File: src/hw/rtl/shal_pkg.sv
`default_nettype none
// ----------------------------------------------------------------------------
// shal_pkg
// Shared types and constants for the service host admission limiter.
// ----------------------------------------------------------------------------
package shal_pkg;

  localparam int MODE_W     = 2;
  localparam int HOST_ID_W  = 16;
  localparam int TCNT_W     = 16;
  localparam int HCNT_W     = 5;
  localparam int MAX_TASK_W = 17;
  localparam int MAX_HOST_W = 6;
  localparam int CFG_IDX_W  = 1;
  localparam int CFG_DATA_W = 17;

  typedef enum logic [MODE_W-1:0] {
    MODE_CHECK   = 2'd0,
    MODE_ACQUIRE = 2'd1,
    MODE_RELEASE = 2'd2,
    MODE_NONE    = 2'd3
  } mode_t;

  typedef enum logic [CFG_IDX_W-1:0] {
    CFG_MAX_TASKS = 1'b0,
    CFG_MAX_HOSTS = 1'b1
  } cfg_reg_t;

  typedef enum logic [1:0] {
    ST_IDLE,
    ST_SCAN,
    ST_DRAIN,
    ST_APPLY
  } state_t;

  // sequencer to slot table
  typedef struct packed {
    logic start;   // clear scan results
    logic issue;   // read one slot
    logic add;     // store host in the first free slot
    logic remove;  // drop the matching slot
  } slot_ctl_t;

  // slot table to sequencer
  typedef struct packed {
    logic hit;
    logic free;
  } slot_res_t;

  localparam logic [MAX_TASK_W-1:0] MAX_TASKS_RST = '1;  // -1, unlimited
  localparam logic [MAX_HOST_W-1:0] MAX_HOSTS_RST = '1;  // -1, unlimited

endpackage
`default_nettype wire

File: src/hw/rtl/shal_if.sv
`default_nettype none
// ----------------------------------------------------------------------------
// shal_if
// Channel interfaces: request words, result words and register writes.
// ----------------------------------------------------------------------------
interface shal_in_if;
  logic                            valid;
  logic                            ready;
  logic [shal_pkg::MODE_W-1:0]     mode;
  logic [shal_pkg::HOST_ID_W-1:0]  host_id;

  modport source (output valid, output mode, output host_id, input ready);
  modport sink   (input valid, input mode, input host_id, output ready);
endinterface

interface shal_out_if;
  logic                            valid;
  logic                            ready;
  logic                            ok;
  logic                            table_full;
  logic [shal_pkg::TCNT_W-1:0]     task_count;
  logic [shal_pkg::HCNT_W-1:0]     host_count;

  modport source (output valid, output ok, output table_full, output task_count,
                  output host_count, input ready);
  modport sink   (input valid, input ok, input table_full, input task_count,
                  input host_count, output ready);
endinterface

interface shal_cfg_if;
  logic                             valid;
  logic                             ready;
  logic [shal_pkg::CFG_IDX_W-1:0]   index;
  logic [shal_pkg::CFG_DATA_W-1:0]  data;

  modport source (output valid, output index, output data, input ready);
  modport sink   (input valid, input index, input data, output ready);
endinterface
`default_nettype wire

File: src/hw/rtl/shal_slot_scan.sv
`default_nettype none
// ----------------------------------------------------------------------------
// shal_slot_scan
// Host slot table: id memory with registered read, valid flops, and the
// one-slot-per-cycle search for a matching and a free slot.
// ----------------------------------------------------------------------------
module shal_slot_scan #(
  parameter int SLOTS = 16,
  parameter int IDW   = 16,
  parameter int IW    = 4
) (
  input  wire logic                clk,
  input  wire logic                rst_n,
  input  wire shal_pkg::slot_ctl_t ctl,
  input  wire logic [IW-1:0]       idx,
  input  wire logic [IDW-1:0]      id,
  output shal_pkg::slot_res_t      res
);

  logic [IDW-1:0]   mem [SLOTS];
  logic [SLOTS-1:0] slot_vld_r;
  logic [IDW-1:0]   rd_r;
  logic             p_vld_r;
  logic [IW-1:0]    p_idx_r;
  logic             p_sv_r;
  logic             hit_r;
  logic [IW-1:0]    hit_idx_r;
  logic             free_r;
  logic [IW-1:0]    free_idx_r;
  logic             match;
  logic             empty;

  always_ff @(posedge clk) begin
    if (ctl.issue) begin
      rd_r <= mem[idx];
    end
    if (ctl.add) begin
      mem[free_idx_r] <= id;
    end
  end

  // compare stage sees the word read in the previous cycle
  assign match = p_vld_r && p_sv_r && (rd_r == id);
  assign empty = p_vld_r && !p_sv_r;

  always_ff @(posedge clk) begin
    p_idx_r <= idx;
    p_sv_r  <= slot_vld_r[idx];
    if (match && !hit_r) begin
      hit_idx_r <= p_idx_r;
    end
    if (empty && !free_r) begin
      free_idx_r <= p_idx_r;
    end
  end

  always_ff @(posedge clk) begin
    if (!rst_n) begin
      slot_vld_r <= '0;
      p_vld_r    <= 1'b0;
      hit_r      <= 1'b0;
      free_r     <= 1'b0;
    end else begin
      p_vld_r <= ctl.issue;
      if (ctl.start) begin
        hit_r  <= 1'b0;
        free_r <= 1'b0;
      end else begin
        if (match) begin
          hit_r <= 1'b1;
        end
        if (empty) begin
          free_r <= 1'b1;
        end
      end
      if (ctl.add) begin
        slot_vld_r[free_idx_r] <= 1'b1;
      end
      if (ctl.remove) begin
        slot_vld_r[hit_idx_r] <= 1'b0;
      end
    end
  end

  assign res.hit  = hit_r;
  assign res.free = free_r;

  a_add_free: assert property (@(posedge clk) disable iff (!rst_n)
    ctl.add |-> (free_r && !slot_vld_r[free_idx_r]))
    else $error("host stored over a live slot");
  a_rm_live: assert property (@(posedge clk) disable iff (!rst_n)
    ctl.remove |-> (hit_r && slot_vld_r[hit_idx_r]))
    else $error("host removed from an empty slot");
  a_add_rm: assert property (@(posedge clk) disable iff (!rst_n)
    !(ctl.add && ctl.remove))
    else $error("add and remove in the same cycle");

endmodule
`default_nettype wire

File: src/hw/rtl/service_host_admission_limiter_core.sv
`default_nettype none
// ----------------------------------------------------------------------------
// service_host_admission_limiter_core
// Task and distinct-host admission limiter for one service.
//
//   channel  dir  payload                                   handshake
//   in_ch    in   mode, host_id                             valid/ready
//   out_ch   out  ok, table_full, task_count, host_count    valid/ready
//   cfg_ch   in   index, data (max_tasks, max_hosts)        valid/ready
//
// After a request is accepted, the slot table is searched one slot per cycle
// through its single read port; then the read drains, the update is applied
// and the sequencer returns to idle, where the next word is taken.
// Reset (rst_n, synchronous) clears the counters and slot valid bits and
// sets both limits to unlimited. A result waits in the output register
// while the next word is taken; an update stalls only while that register
// is occupied and not being read. Register writes are always taken.
// ----------------------------------------------------------------------------
module service_host_admission_limiter_core #(
  parameter int HOST_SLOTS   = 16,
  parameter int HOST_ID_BITS = 16
) (
  input wire logic    clk,
  input wire logic    rst_n,
  shal_in_if.sink     in_ch,
  shal_out_if.source  out_ch,
  shal_cfg_if.sink    cfg_ch
);

  localparam int IW  = (HOST_SLOTS > 1) ? $clog2(HOST_SLOTS) : 1;
  localparam int IDW = (HOST_ID_BITS < shal_pkg::HOST_ID_W) ? HOST_ID_BITS
                                                              : shal_pkg::HOST_ID_W;
  localparam int HW  = $clog2(HOST_SLOTS + 1);
  localparam int HCW = (HW > shal_pkg::MAX_HOST_W) ? HW : shal_pkg::MAX_HOST_W;

  shal_pkg::state_t                   state_r, state_nxt;
  logic [shal_pkg::MAX_TASK_W-1:0]    max_tasks_r;
  logic [shal_pkg::MAX_HOST_W-1:0]    max_hosts_r;
  logic [shal_pkg::TCNT_W-1:0]        cnt_r, cnt_nxt;
  logic [HCW-1:0]                     held_r, held_nxt;
  logic [shal_pkg::MODE_W-1:0]        mode_r;
  logic [IDW-1:0]                     id_r;
  logic [IW-1:0]                      scan_r;
  logic                               out_valid_r;
  logic                               out_ok_r, out_full_r;
  logic [shal_pkg::TCNT_W-1:0]        out_tcnt_r;
  logic [shal_pkg::HCNT_W-1:0]        out_hcnt_r;

  logic                               in_fire, out_fire, apply_go, scan_last;
  logic                               task_lim, host_lim, ok_nxt, full_nxt;
  logic                               slot_add, slot_rm;
  shal_pkg::slot_ctl_t                ctl;
  shal_pkg::slot_res_t                res;

  assign in_fire   = in_ch.valid && in_ch.ready;
  assign out_fire  = out_valid_r && out_ch.ready;
  assign scan_last = (scan_r == IW'(HOST_SLOTS - 1));

  // next state
  always_comb begin
    state_nxt = state_r;
    unique case (state_r)
      shal_pkg::ST_IDLE:  if (in_fire) state_nxt = shal_pkg::ST_SCAN;
      shal_pkg::ST_SCAN:  if (scan_last) state_nxt = shal_pkg::ST_DRAIN;
      shal_pkg::ST_DRAIN: state_nxt = shal_pkg::ST_APPLY;
      shal_pkg::ST_APPLY: if (apply_go) state_nxt = shal_pkg::ST_IDLE;
      default:            state_nxt = shal_pkg::ST_IDLE;
    endcase
  end

  // sequencer outputs
  always_comb begin
    in_ch.ready = 1'b0;
    apply_go    = 1'b0;
    ctl.start   = 1'b0;
    ctl.issue   = 1'b0;
    unique case (state_r)
      shal_pkg::ST_IDLE: begin
        in_ch.ready = 1'b1;
        ctl.start   = in_ch.valid;
      end
      shal_pkg::ST_SCAN:  ctl.issue = 1'b1;
      shal_pkg::ST_DRAIN: ;
      shal_pkg::ST_APPLY: apply_go = !out_valid_r || out_ch.ready;
      default: ;
    endcase
    ctl.add    = slot_add && apply_go;
    ctl.remove = slot_rm && apply_go;
  end

  // limits as they stand before the request
  assign task_lim = !max_tasks_r[shal_pkg::MAX_TASK_W-1] &&
                    (cnt_r >= max_tasks_r[shal_pkg::TCNT_W-1:0]);
  assign host_lim = !max_hosts_r[shal_pkg::MAX_HOST_W-1] &&
                    (held_r >= HCW'(max_hosts_r[shal_pkg::MAX_HOST_W-2:0]));

  always_comb begin
    ok_nxt   = 1'b0;
    full_nxt = 1'b0;
    cnt_nxt  = cnt_r;
    held_nxt = held_r;
    slot_add = 1'b0;
    slot_rm  = 1'b0;
    unique case (shal_pkg::mode_t'(mode_r))
      shal_pkg::MODE_CHECK: begin
        ok_nxt = !task_lim && !(host_lim && !res.hit);
      end
      shal_pkg::MODE_ACQUIRE: begin
        ok_nxt = !task_lim && !host_lim;
        if (cnt_r != '1) begin
          cnt_nxt = cnt_r + shal_pkg::TCNT_W'(1);
        end
        if (!res.hit) begin
          if (res.free) begin
            slot_add = 1'b1;
            held_nxt = held_r + HCW'(1);
          end else begin
            full_nxt = 1'b1;
          end
        end
      end
      shal_pkg::MODE_RELEASE: begin
        ok_nxt = (cnt_r != '0) && res.hit;
        if (cnt_r != '0) begin
          cnt_nxt = cnt_r - shal_pkg::TCNT_W'(1);
        end
        if (res.hit) begin
          slot_rm = 1'b1;
          if (held_r != '0) begin
            held_nxt = held_r - HCW'(1);
          end
        end
      end
      shal_pkg::MODE_NONE: ;
      default: ;
    endcase
  end

  always_ff @(posedge clk) begin
    if (!rst_n) begin
      state_r     <= shal_pkg::ST_IDLE;
      max_tasks_r <= shal_pkg::MAX_TASKS_RST;
      max_hosts_r <= shal_pkg::MAX_HOSTS_RST;
      cnt_r       <= '0;
      held_r      <= '0;
      out_valid_r <= 1'b0;
    end else begin
      state_r <= state_nxt;
      if (cfg_ch.valid) begin
        unique case (shal_pkg::cfg_reg_t'(cfg_ch.index))
          shal_pkg::CFG_MAX_TASKS: max_tasks_r <= cfg_ch.data;
          shal_pkg::CFG_MAX_HOSTS: max_hosts_r <= cfg_ch.data[shal_pkg::MAX_HOST_W-1:0];
          default: ;
        endcase
      end
      if (apply_go) begin
        cnt_r       <= cnt_nxt;
        held_r      <= held_nxt;
        out_valid_r <= 1'b1;
      end else if (out_fire) begin
        out_valid_r <= 1'b0;
      end
    end
  end

  always_ff @(posedge clk) begin
    if (in_fire) begin
      mode_r <= in_ch.mode;
      id_r   <= in_ch.host_id[IDW-1:0];
    end
    if (ctl.start) begin
      scan_r <= '0;
    end else if (ctl.issue) begin
      scan_r <= scan_r + IW'(1);
    end
    if (apply_go) begin
      out_ok_r   <= ok_nxt;
      out_full_r <= full_nxt;
      out_tcnt_r <= cnt_nxt;
      out_hcnt_r <= held_nxt[shal_pkg::HCNT_W-1:0];
    end
  end

  assign cfg_ch.ready      = 1'b1;
  assign out_ch.valid      = out_valid_r;
  assign out_ch.ok         = out_ok_r;
  assign out_ch.table_full = out_full_r;
  assign out_ch.task_count = out_tcnt_r;
  assign out_ch.host_count = out_hcnt_r;

  shal_slot_scan #(
    .SLOTS (HOST_SLOTS),
    .IDW   (IDW),
    .IW    (IW)
  ) u_slots (
    .clk   (clk),
    .rst_n (rst_n),
    .ctl   (ctl),
    .idx   (scan_r),
    .id    (id_r),
    .res   (res)
  );

  a_held_max: assert property (@(posedge clk) disable iff (!rst_n)
    held_r <= HCW'(HOST_SLOTS))
    else $error("host count beyond slot count");
  a_apply_out: assert property (@(posedge clk) disable iff (!rst_n)
    apply_go |=> out_valid_r)
    else $error("result lost after update");
  a_scan_seq: assert property (@(posedge clk) disable iff (!rst_n)
    (state_r == shal_pkg::ST_SCAN) |=>
      (state_r == shal_pkg::ST_SCAN || state_r == shal_pkg::ST_DRAIN))
    else $error("scan left early");
  a_full_acq: assert property (@(posedge clk) disable iff (!rst_n)
    (apply_go && full_nxt) |-> (held_r == HCW'(HOST_SLOTS)))
    else $error("table full with free slots");

endmodule
`default_nettype wire
File: src/flat_wrapper.sv
// flat-port wrapper written by rule: the top's interface ports become plain ports
module service_host_admission_limiter_core_flat 
#(
  parameter int HOST_SLOTS   = 16,
  parameter int HOST_ID_BITS = 16
)
  (clk, rst_n, in_ch_valid, in_ch_mode, in_ch_host_id, in_ch_ready, out_ch_valid, out_ch_ok, out_ch_table_full, out_ch_task_count, out_ch_host_count, out_ch_ready, cfg_ch_valid, cfg_ch_index, cfg_ch_data, cfg_ch_ready);
  shal_in_if in_ch_i ();
  shal_out_if out_ch_i ();
  shal_cfg_if cfg_ch_i ();
  input wire logic clk;
  input wire logic rst_n;
  input wire logic [$bits(in_ch_i.valid)-1:0] in_ch_valid;
  input wire logic [$bits(in_ch_i.mode)-1:0] in_ch_mode;
  input wire logic [$bits(in_ch_i.host_id)-1:0] in_ch_host_id;
  output wire logic [$bits(in_ch_i.ready)-1:0] in_ch_ready;
  output wire logic [$bits(out_ch_i.valid)-1:0] out_ch_valid;
  output wire logic [$bits(out_ch_i.ok)-1:0] out_ch_ok;
  output wire logic [$bits(out_ch_i.table_full)-1:0] out_ch_table_full;
  output wire logic [$bits(out_ch_i.task_count)-1:0] out_ch_task_count;
  output wire logic [$bits(out_ch_i.host_count)-1:0] out_ch_host_count;
  input wire logic [$bits(out_ch_i.ready)-1:0] out_ch_ready;
  input wire logic [$bits(cfg_ch_i.valid)-1:0] cfg_ch_valid;
  input wire logic [$bits(cfg_ch_i.index)-1:0] cfg_ch_index;
  input wire logic [$bits(cfg_ch_i.data)-1:0] cfg_ch_data;
  output wire logic [$bits(cfg_ch_i.ready)-1:0] cfg_ch_ready;
  assign in_ch_i.valid = in_ch_valid;
  assign in_ch_i.mode = in_ch_mode;
  assign in_ch_i.host_id = in_ch_host_id;
  assign in_ch_ready = in_ch_i.ready;
  assign out_ch_valid = out_ch_i.valid;
  assign out_ch_ok = out_ch_i.ok;
  assign out_ch_table_full = out_ch_i.table_full;
  assign out_ch_task_count = out_ch_i.task_count;
  assign out_ch_host_count = out_ch_i.host_count;
  assign out_ch_i.ready = out_ch_ready;
  assign cfg_ch_i.valid = cfg_ch_valid;
  assign cfg_ch_i.index = cfg_ch_index;
  assign cfg_ch_i.data = cfg_ch_data;
  assign cfg_ch_ready = cfg_ch_i.ready;
  service_host_admission_limiter_core #(.HOST_SLOTS(HOST_SLOTS), .HOST_ID_BITS(HOST_ID_BITS)) u_core (.clk(clk), .rst_n(rst_n), .in_ch(in_ch_i), .out_ch(out_ch_i), .cfg_ch(cfg_ch_i));
endmodule
File: config.mk
export PLATFORM = sky130hd
export DESIGN_NAME = service_host_admission_limiter_core_flat
export DESIGN_NICKNAME = d
export VERILOG_FILES = /design/src/hw/rtl/shal_pkg.sv /design/src/hw/rtl/shal_if.sv /design/src/hw/rtl/shal_slot_scan.sv /design/src/hw/rtl/service_host_admission_limiter_core.sv /design/src/flat_wrapper.sv
export SDC_FILE = /design/constraint.sdc
export NUM_CORES = 1
export LEC_CHECK = 0
export ABC_AREA = 1
export BUFFER_PORTS_ARGS = -buffer_cell sky130_fd_sc_hd__buf_4
export CORE_UTILIZATION = 40
export DETAILED_ROUTE_END_ITERATION = 10
export HOLD_SLACK_MARGIN = 0.06
export PLACE_DENSITY = 0.59
export SYNTH_ARGS = -nofsm -noshare
export SYNTH_HDL_FRONTEND = slang
export SYNTH_SLANG_ARGS = --single-unit
File: constraint.sdc
create_clock -name clk -period 2.99 [get_ports clk]
set_input_delay 0.897 -clock clk [delete_from_list [all_inputs] [get_ports clk]]
set_output_delay 0.897 -clock clk [all_outputs]
set_load 0.01 [all_outputs]
==> out/metrics.yaml, run 1 <==
use_met1_pct: 28.7
place_hpwl_um: 30300
core_um2: 43100
p_seq_share_pct: 40.8
avgSynthCellArea_um2: 10.5
place.gp.congestion: 0.891
min_path_type: "reg -> reg"
cts_made_buffers: 42
clockBufferDepth: 3
setup_tns_ns: 0
synth_top_family_by_area: "simple AND/OR/NAND/NOR gates"
setup_viol: 0
hold_violations: 0
cts_max_level: 2
p_switching_uw: 5900
syn2layout_area_growth_pct: 16.1
crit_required_ns: 2.09
synthMuxAreaShare_pct: 0
dp_slack_ns: 0.405
routed_wl_um: 44900
use_met2_pct: 33.3
ir_drop_v: 0.000490
vias: 12600
synth_adder_area_share_pct: 2.43
synth_top_area_cell: "edfxtp_1"
dieArea_um2: 44600
rsz0062_at_grt: "no"
insertedDiodeCount: 0
finalClockSkew_ns: 0.0201
use_met3_pct: 2.80
cts_setup_buffers: 0
ys_warn_count: 0
avgViaCountPerCell: 5.33
path_class: "reg -> out"
ys_top_cells_by_area: "edfxtp_1, dfxtp_1, nor2_1"
ys_ff_latch: 397
cts_tree: "built"
yosys.area_share.simple_pct: 15.4
root_buffer: "clkbuf_16"
p_int_uw: 11400
fp-row-count: 76
synth_nets: 1743
wire_per_inst_um: 18.9
power_density_nw_per_um2: 851
synth_compound_area_share_pct: 12.5
post-route-min-period_ns: 2.33
overflow: 0
worstPathMaxFanout: 4
grt_pass1_vias: 12200
io_pins: 67
drc: 0
cts.sinks: 397
grt_start_max_net_pins: 137
fin_crit_sh_pct: 77.8
antenna_left: 0
start_util_pct: 40.6
fp.dieW_um: 211
maxCapViolCount: 0
grtUsageTotal_pct: 20.6
portBuffers: 65
antenna_found_initial: 0
cts_hold_buf: 0
die_y_um: 211
worst_slew_pin_slew_ns: 0.746
end_kind: "output pin"
netlist_area_um2: 17500
clkPwrFrac_pct: 31.7
fin_nets: 1828
worstSkewPairLatency_ns: 0.58
drt_first_pass_iters: 6
drive_gt1_share_pct: 15.0
grt_first_pass_wirelength_um: 70300
worstPathArrival_ns: 1.43
synth-seq-area-share_pct: 63.8
first_iter_violations: 1297
syn_inst: 1668
crit_path_start_kind: "flip-flop"
fmax_mhz: 430
switching_share_pct: 34.1
clkTransAtPathRegs_ns: 0.06
grt.busiest_layer: "met2"
pwr-share-comb_pct: 27.5
worst_slack_ns: 0.665
slew_viol_final: 0
status: "finished, final reports clean"
max_slew_margin_pct: 50.3
rrSetupSlack_ns: 0.81
power.leakage_uw: 0.00762
synth.distinct_cells: 45
synth-xor-area-share_pct: 0.451
post_cts_resized: 0
synth.top_cell.area_share_pct: 55.1
==> cells in the mapped netlist, drive strengths merged <==
master,n
clkbuf,60
ha,34
o211ai,31
o21a,1
inv,139
or2,6
nand3b,3
buf,27
o2111ai,2
a211oi,3
edfxtp,321
a21boi,1
o221ai,27
nand4,22
o21bai,4
nor3,16
nand2,227
nor4,4
o21ai,199
nand3,89
a31oi,10
conb,1
o22ai,44
dfxtp,76
a21oi,50
nor4b,1
nor2,257
xor2,8
clkinv,4
xnor2,1
==> power groups by stage <==
stage | combinational [uW] | clock (uW) | sequential [uW]
2_1_floorplan | 3290 | 0 | 7050
3_3_place_gp | 4700 | 0 | 7160
3_5_place_dp | 4730 | 0 | 7170
4_1_cts | 4750 | 5590 | 7050
5_1_grt | 5330 | 5800 | 7100
6_report | 4750 | 5490 | 7050
==> kinds of logic (layout without fill, tap and decap cells) <==
kind of cell | Yosys count | in the layout
AOI/OAI and AO/OA | 372 | 372
xor gates and xnor gates | 9 | 9
adders and majority gates | 34 | 34
buffers and inverters | 230 | 348
DFF | 397 | 397
other | 1 | 1
and+or+nand+nor | 625 | 625
==> per-layer routing <==
layer | vias up | share of wire [%]
met4 | 0 | 2.3
met1 | 6096 | 45
met2 | 432 | 47
met3 | 71 | 6.0
li1 | 6046 | -
met5 | - | 0
==> path summary, 6_finish.rpt <==
kind                                       start                                    end  cells past startpoint
hold / removal     u_core.scan_r[3]$_SDFFE_PP0P_      u_core.u_slots.p_idx_r[3]$_DFF_P_                      0
setup reg to reg      u_core.mode_r[0]$_DFFE_PP_  u_core.out_ch.host_count[0]$_DFFE_PP_                      7
setup / recovery  u_core.state_r[0]$_SDFFE_PN0P_                            in_ch_ready                      3
hold reg to reg    u_core.scan_r[3]$_SDFFE_PP0P_      u_core.u_slots.p_idx_r[3]$_DFF_P_                      0
==> area by class of cell <==
type	instances	area (um^2)
Clock buffer	51	1100
Clock inverter	26	359
Fill cell	3946	22800
Inverter	143	542
Multi-Input combinational cell	1041	5430
Sequential cell	397	11200
Tap cell	585	732
Timing Repair Buffer	128	986
==> cell usage in the layout, fill, tap and decap left out, types with 4 or more instances in the layout <==
cell / synthesis / final
edfxtp_1: 321 / 321
nor2_1: 245 / 228
nand2_1: 216 / 216
o21ai_0: 183 / 183
inv_1: 129 / 128
buf_4: 10 / 126
nand3_1: 84 / 84
dfxtp_1: 76 / 74
o22ai_1: 44 / 44
a21oi_1: 42 / 42
clkbuf_16: 0 / 42
ha_1: 34 / 34
o211ai_1: 31 / 31
o221ai_1: 27 / 27
nor2_2: 8 / 25
nand4_1: 22 / 22
nor3_1: 15 / 15
o21ai_1: 13 / 13
clkinv_1: 3 / 10
a31oi_1: 10 / 10
inv_2: 9 / 9
nand2_2: 8 / 8
xor2_1: 8 / 8
a21oi_2: 8 / 8
clkinv_2: 1 / 7
clkbuf_1: 60 / 7
bufinv_16: 0 / 7
or2_2: 6 / 6
nand3_2: 5 / 5
nor2_4: 4 / 4
o21bai_1: 4 / 4
nor4_1: 4 / 4
==> state kept, by name (all words and copies together) (netlist names), 5 cells and up <==
name and count:
u_core.cnt_r 16, u_core.held_r 6, u_core.id_r 16, u_core.max_hosts_r 6, u_core.max_tasks_r 17, u_core.out_ch.host_count 5, u_core.out_ch.task_count 16, u_core.u_slots.mem 256
u_core.u_slots.rd_r 16, u_core.u_slots.slot_vld_r 16
==> worst max-delay path, cell delays in order (launching register included) <==
cell     delay [ns]
dfxtp_1        0.36
inv_1          0.09
ha_1           0.24
buf_4          0.16
==> stage by stage <==
stage	area (um^2)	total power, uW	utilization [%]	hold slack, ns	instances
after floorplan	17500	10300	-	0.363	1668
after global placement	18900	11900	43.8	0.413	2294
after detailed placement	18900	11900	43.8	0.414	2294
after CTS	20300	17400	47.2	0.422	2371
after global routing	20300	18200	47.2	0.428	2371
final	20300	17300	47.2	0.430	2371
Power figures use the tool's default switching activity.
==> run 2, diff against run 1 <==
PLACE_DENSITY = 0.61   (was 0.59)
clock period = 2.1 ns   (was 2.99 ns; I/O delays follow)
==> out/metrics.yaml, run 2 (synthesis results as in run 1) <==
status: "finished, final reports clean"
ir_drop_v: 0.000905
worstSkewPairLatency_ns: 0.56
syn2layout_area_growth_pct: 18.6
final_common_cell: "edfxtp_1"
io_pins: 67
crit_required_ns: 2.37
cts.sinks: 397
finalClockSkew_ns: 0.0204
cts_max_level: 2
clkPwrFrac_pct: 29.2
fin_crit_sh_pct: 99.6
worstPathArrival_ns: 2.36
overflow: 0
p_int_uw: 16000
place_hpwl_um: 30100
min_path_type: "in -> reg"
avgViaCountPerCell: 5.32
grt_start_max_net_pins: 87
holdWs_ns: 0.251
vias: 12800
multi_input_area_um2: 5490
grt_first_pass_wirelength_um: 69900
p_seq_share_pct: 40.7
clockBufferDepth: 3
switching_share_pct: 34.7
wire_per_inst_um: 18.7
fp.dieW_um: 211
power_uw: 24400
setup_viol: 0
fmax_mhz: 478
maxCapViolCount: 0
first_iter_violations: 1115
post-route-min-period_ns: 2.09
cts_made_buffers: 42
routed_wl_um: 45000
hold_violations: 0
place.gp.congestion: 0.921
reg_top3: "u_core.u_slots.mem (256), u_core.max_tasks_r (17)"
layout_common_cells: "edfxtp_1, nor2_1, nand2_1, o21ai_0, buf_4"
clkTransAtPathRegs_ns: 0.06
power_density_nw_per_um2: 1180
place_area_um2: 19300
fin_nets: 1859
max_slew_margin_pct: 53.4
seq_area_um2: 11200
grtUsageTotal_pct: 20.4
p_switching_uw: 8470
end_kind: "flip-flop"
pwr-share-comb_pct: 30.1
drive_gt1_share_pct: 16.6
root_buffer: "clkbuf_16"
cts_hold_buf: 0
final_area_um2: 20700
start_util_pct: 40.6
slew_viol_final: 0
portBuffers: 65
crit_path_start_kind: "flip-flop"
die_y_um: 211
antenna_found_initial: 0
setup_tns_ns: 0
drt_first_pass_iters: 5
rrSetupSlack_ns: 0.008
power.leakage_uw: 0.00783
path_class: "reg -> reg"
grt_pass1_vias: 12400
drc: 0
antenna_left: 0
core_um2: 43100
fill_cells: 3891
worst_slew_pin_slew_ns: 0.698
dieArea_um2: 44600
rsz0062_at_grt: "yes"
fp-row-count: 76
cts_tree: "built"
regMostFlops: "u_core.u_slots.mem"
largest_reg_flops: 256
worstPathMaxFanout: 5
insertedDiodeCount: 0
-- run 2: power groups by stage --
stage	logic [uW]	registers, uW	clock network [uW]
global route	8200	10000	7610
CTS	7290	9930	7300
global placement	7150	10100	0
floorplan	4690	10000	0
finish	7360	9950	7120
detailed placement	7260	10100	0
-- run 2: final cells by class --
type / count / area share, %
well taps: 585 / 3.53
flip-flops and latches: 397 / 53.8
repair buffers: 159 / 7.20
clock buffers: 59 / 5.62
inverters: 143 / 2.62
clock inverters: 18 / 0.748
multi-input cells: 1041 / 26.5
-- run 2: layer usage --
layer  up-vias  track usage [%]  part of all wire, %
met3        81             3.00                  5.9
met4         0             5.82                  2.2
li1       6116                -                    -
met5         -                0                    0
met1      6168             28.5                   45
met2       409             32.8                   47
-- run 2: metrics by stage --
stage	utilization, %	cells	setup slack [ns]
after global routing	48.2	2402	-0.0689
final	48.2	2402	0.00775
after global placement	44.8	2321	-0.102
after detailed placement	44.8	2321	-0.141
after CTS	47.9	2398	0.00846
after floorplan	-	1668	-0.0840
-- run 2: critical path, stage by stage (launching register included) --
cell and delay (ns):
edfxtp_1 0.42, inv_2 0.10, ha_4 0.13, inv_2 0.04, nor2_4 0.10, nand2_4 0.08, buf_6 0.12, nor3_4 0.15
inv_2 0.09, buf_12 0.14, nor2_4 0.22, clkbuf_16 0.20
-- run 2: worst paths after layout --
path | start | endpoint | cells past startpoint
worst max-delay path | u_core.mode_r[1]$_DFFE_PP_ | u_core.u_slots.mem[8][9]$_DFFE_PP_ | 11
worst min-delay path | in_ch_host_id[10] | u_core.id_r[10]$_DFFE_PP_ | 1
worst max register to register | u_core.mode_r[1]$_DFFE_PP_ | u_core.u_slots.mem[8][9]$_DFFE_PP_ | 11
worst min register to register | u_core.scan_r[3]$_SDFFE_PP0P_ | u_core.u_slots.p_idx_r[3]$_DFF_P_ | 0
-- run 2: timing repair --
| action | in CTS | in global routing |
|---|---|---|
| endpoints found under the hold margin | 0 | 0 |
| gates resized for setup | 0 | 15 |
| endpoints found under the setup margin | 0 | 175 |
| setup buffers | 0 | 3 |
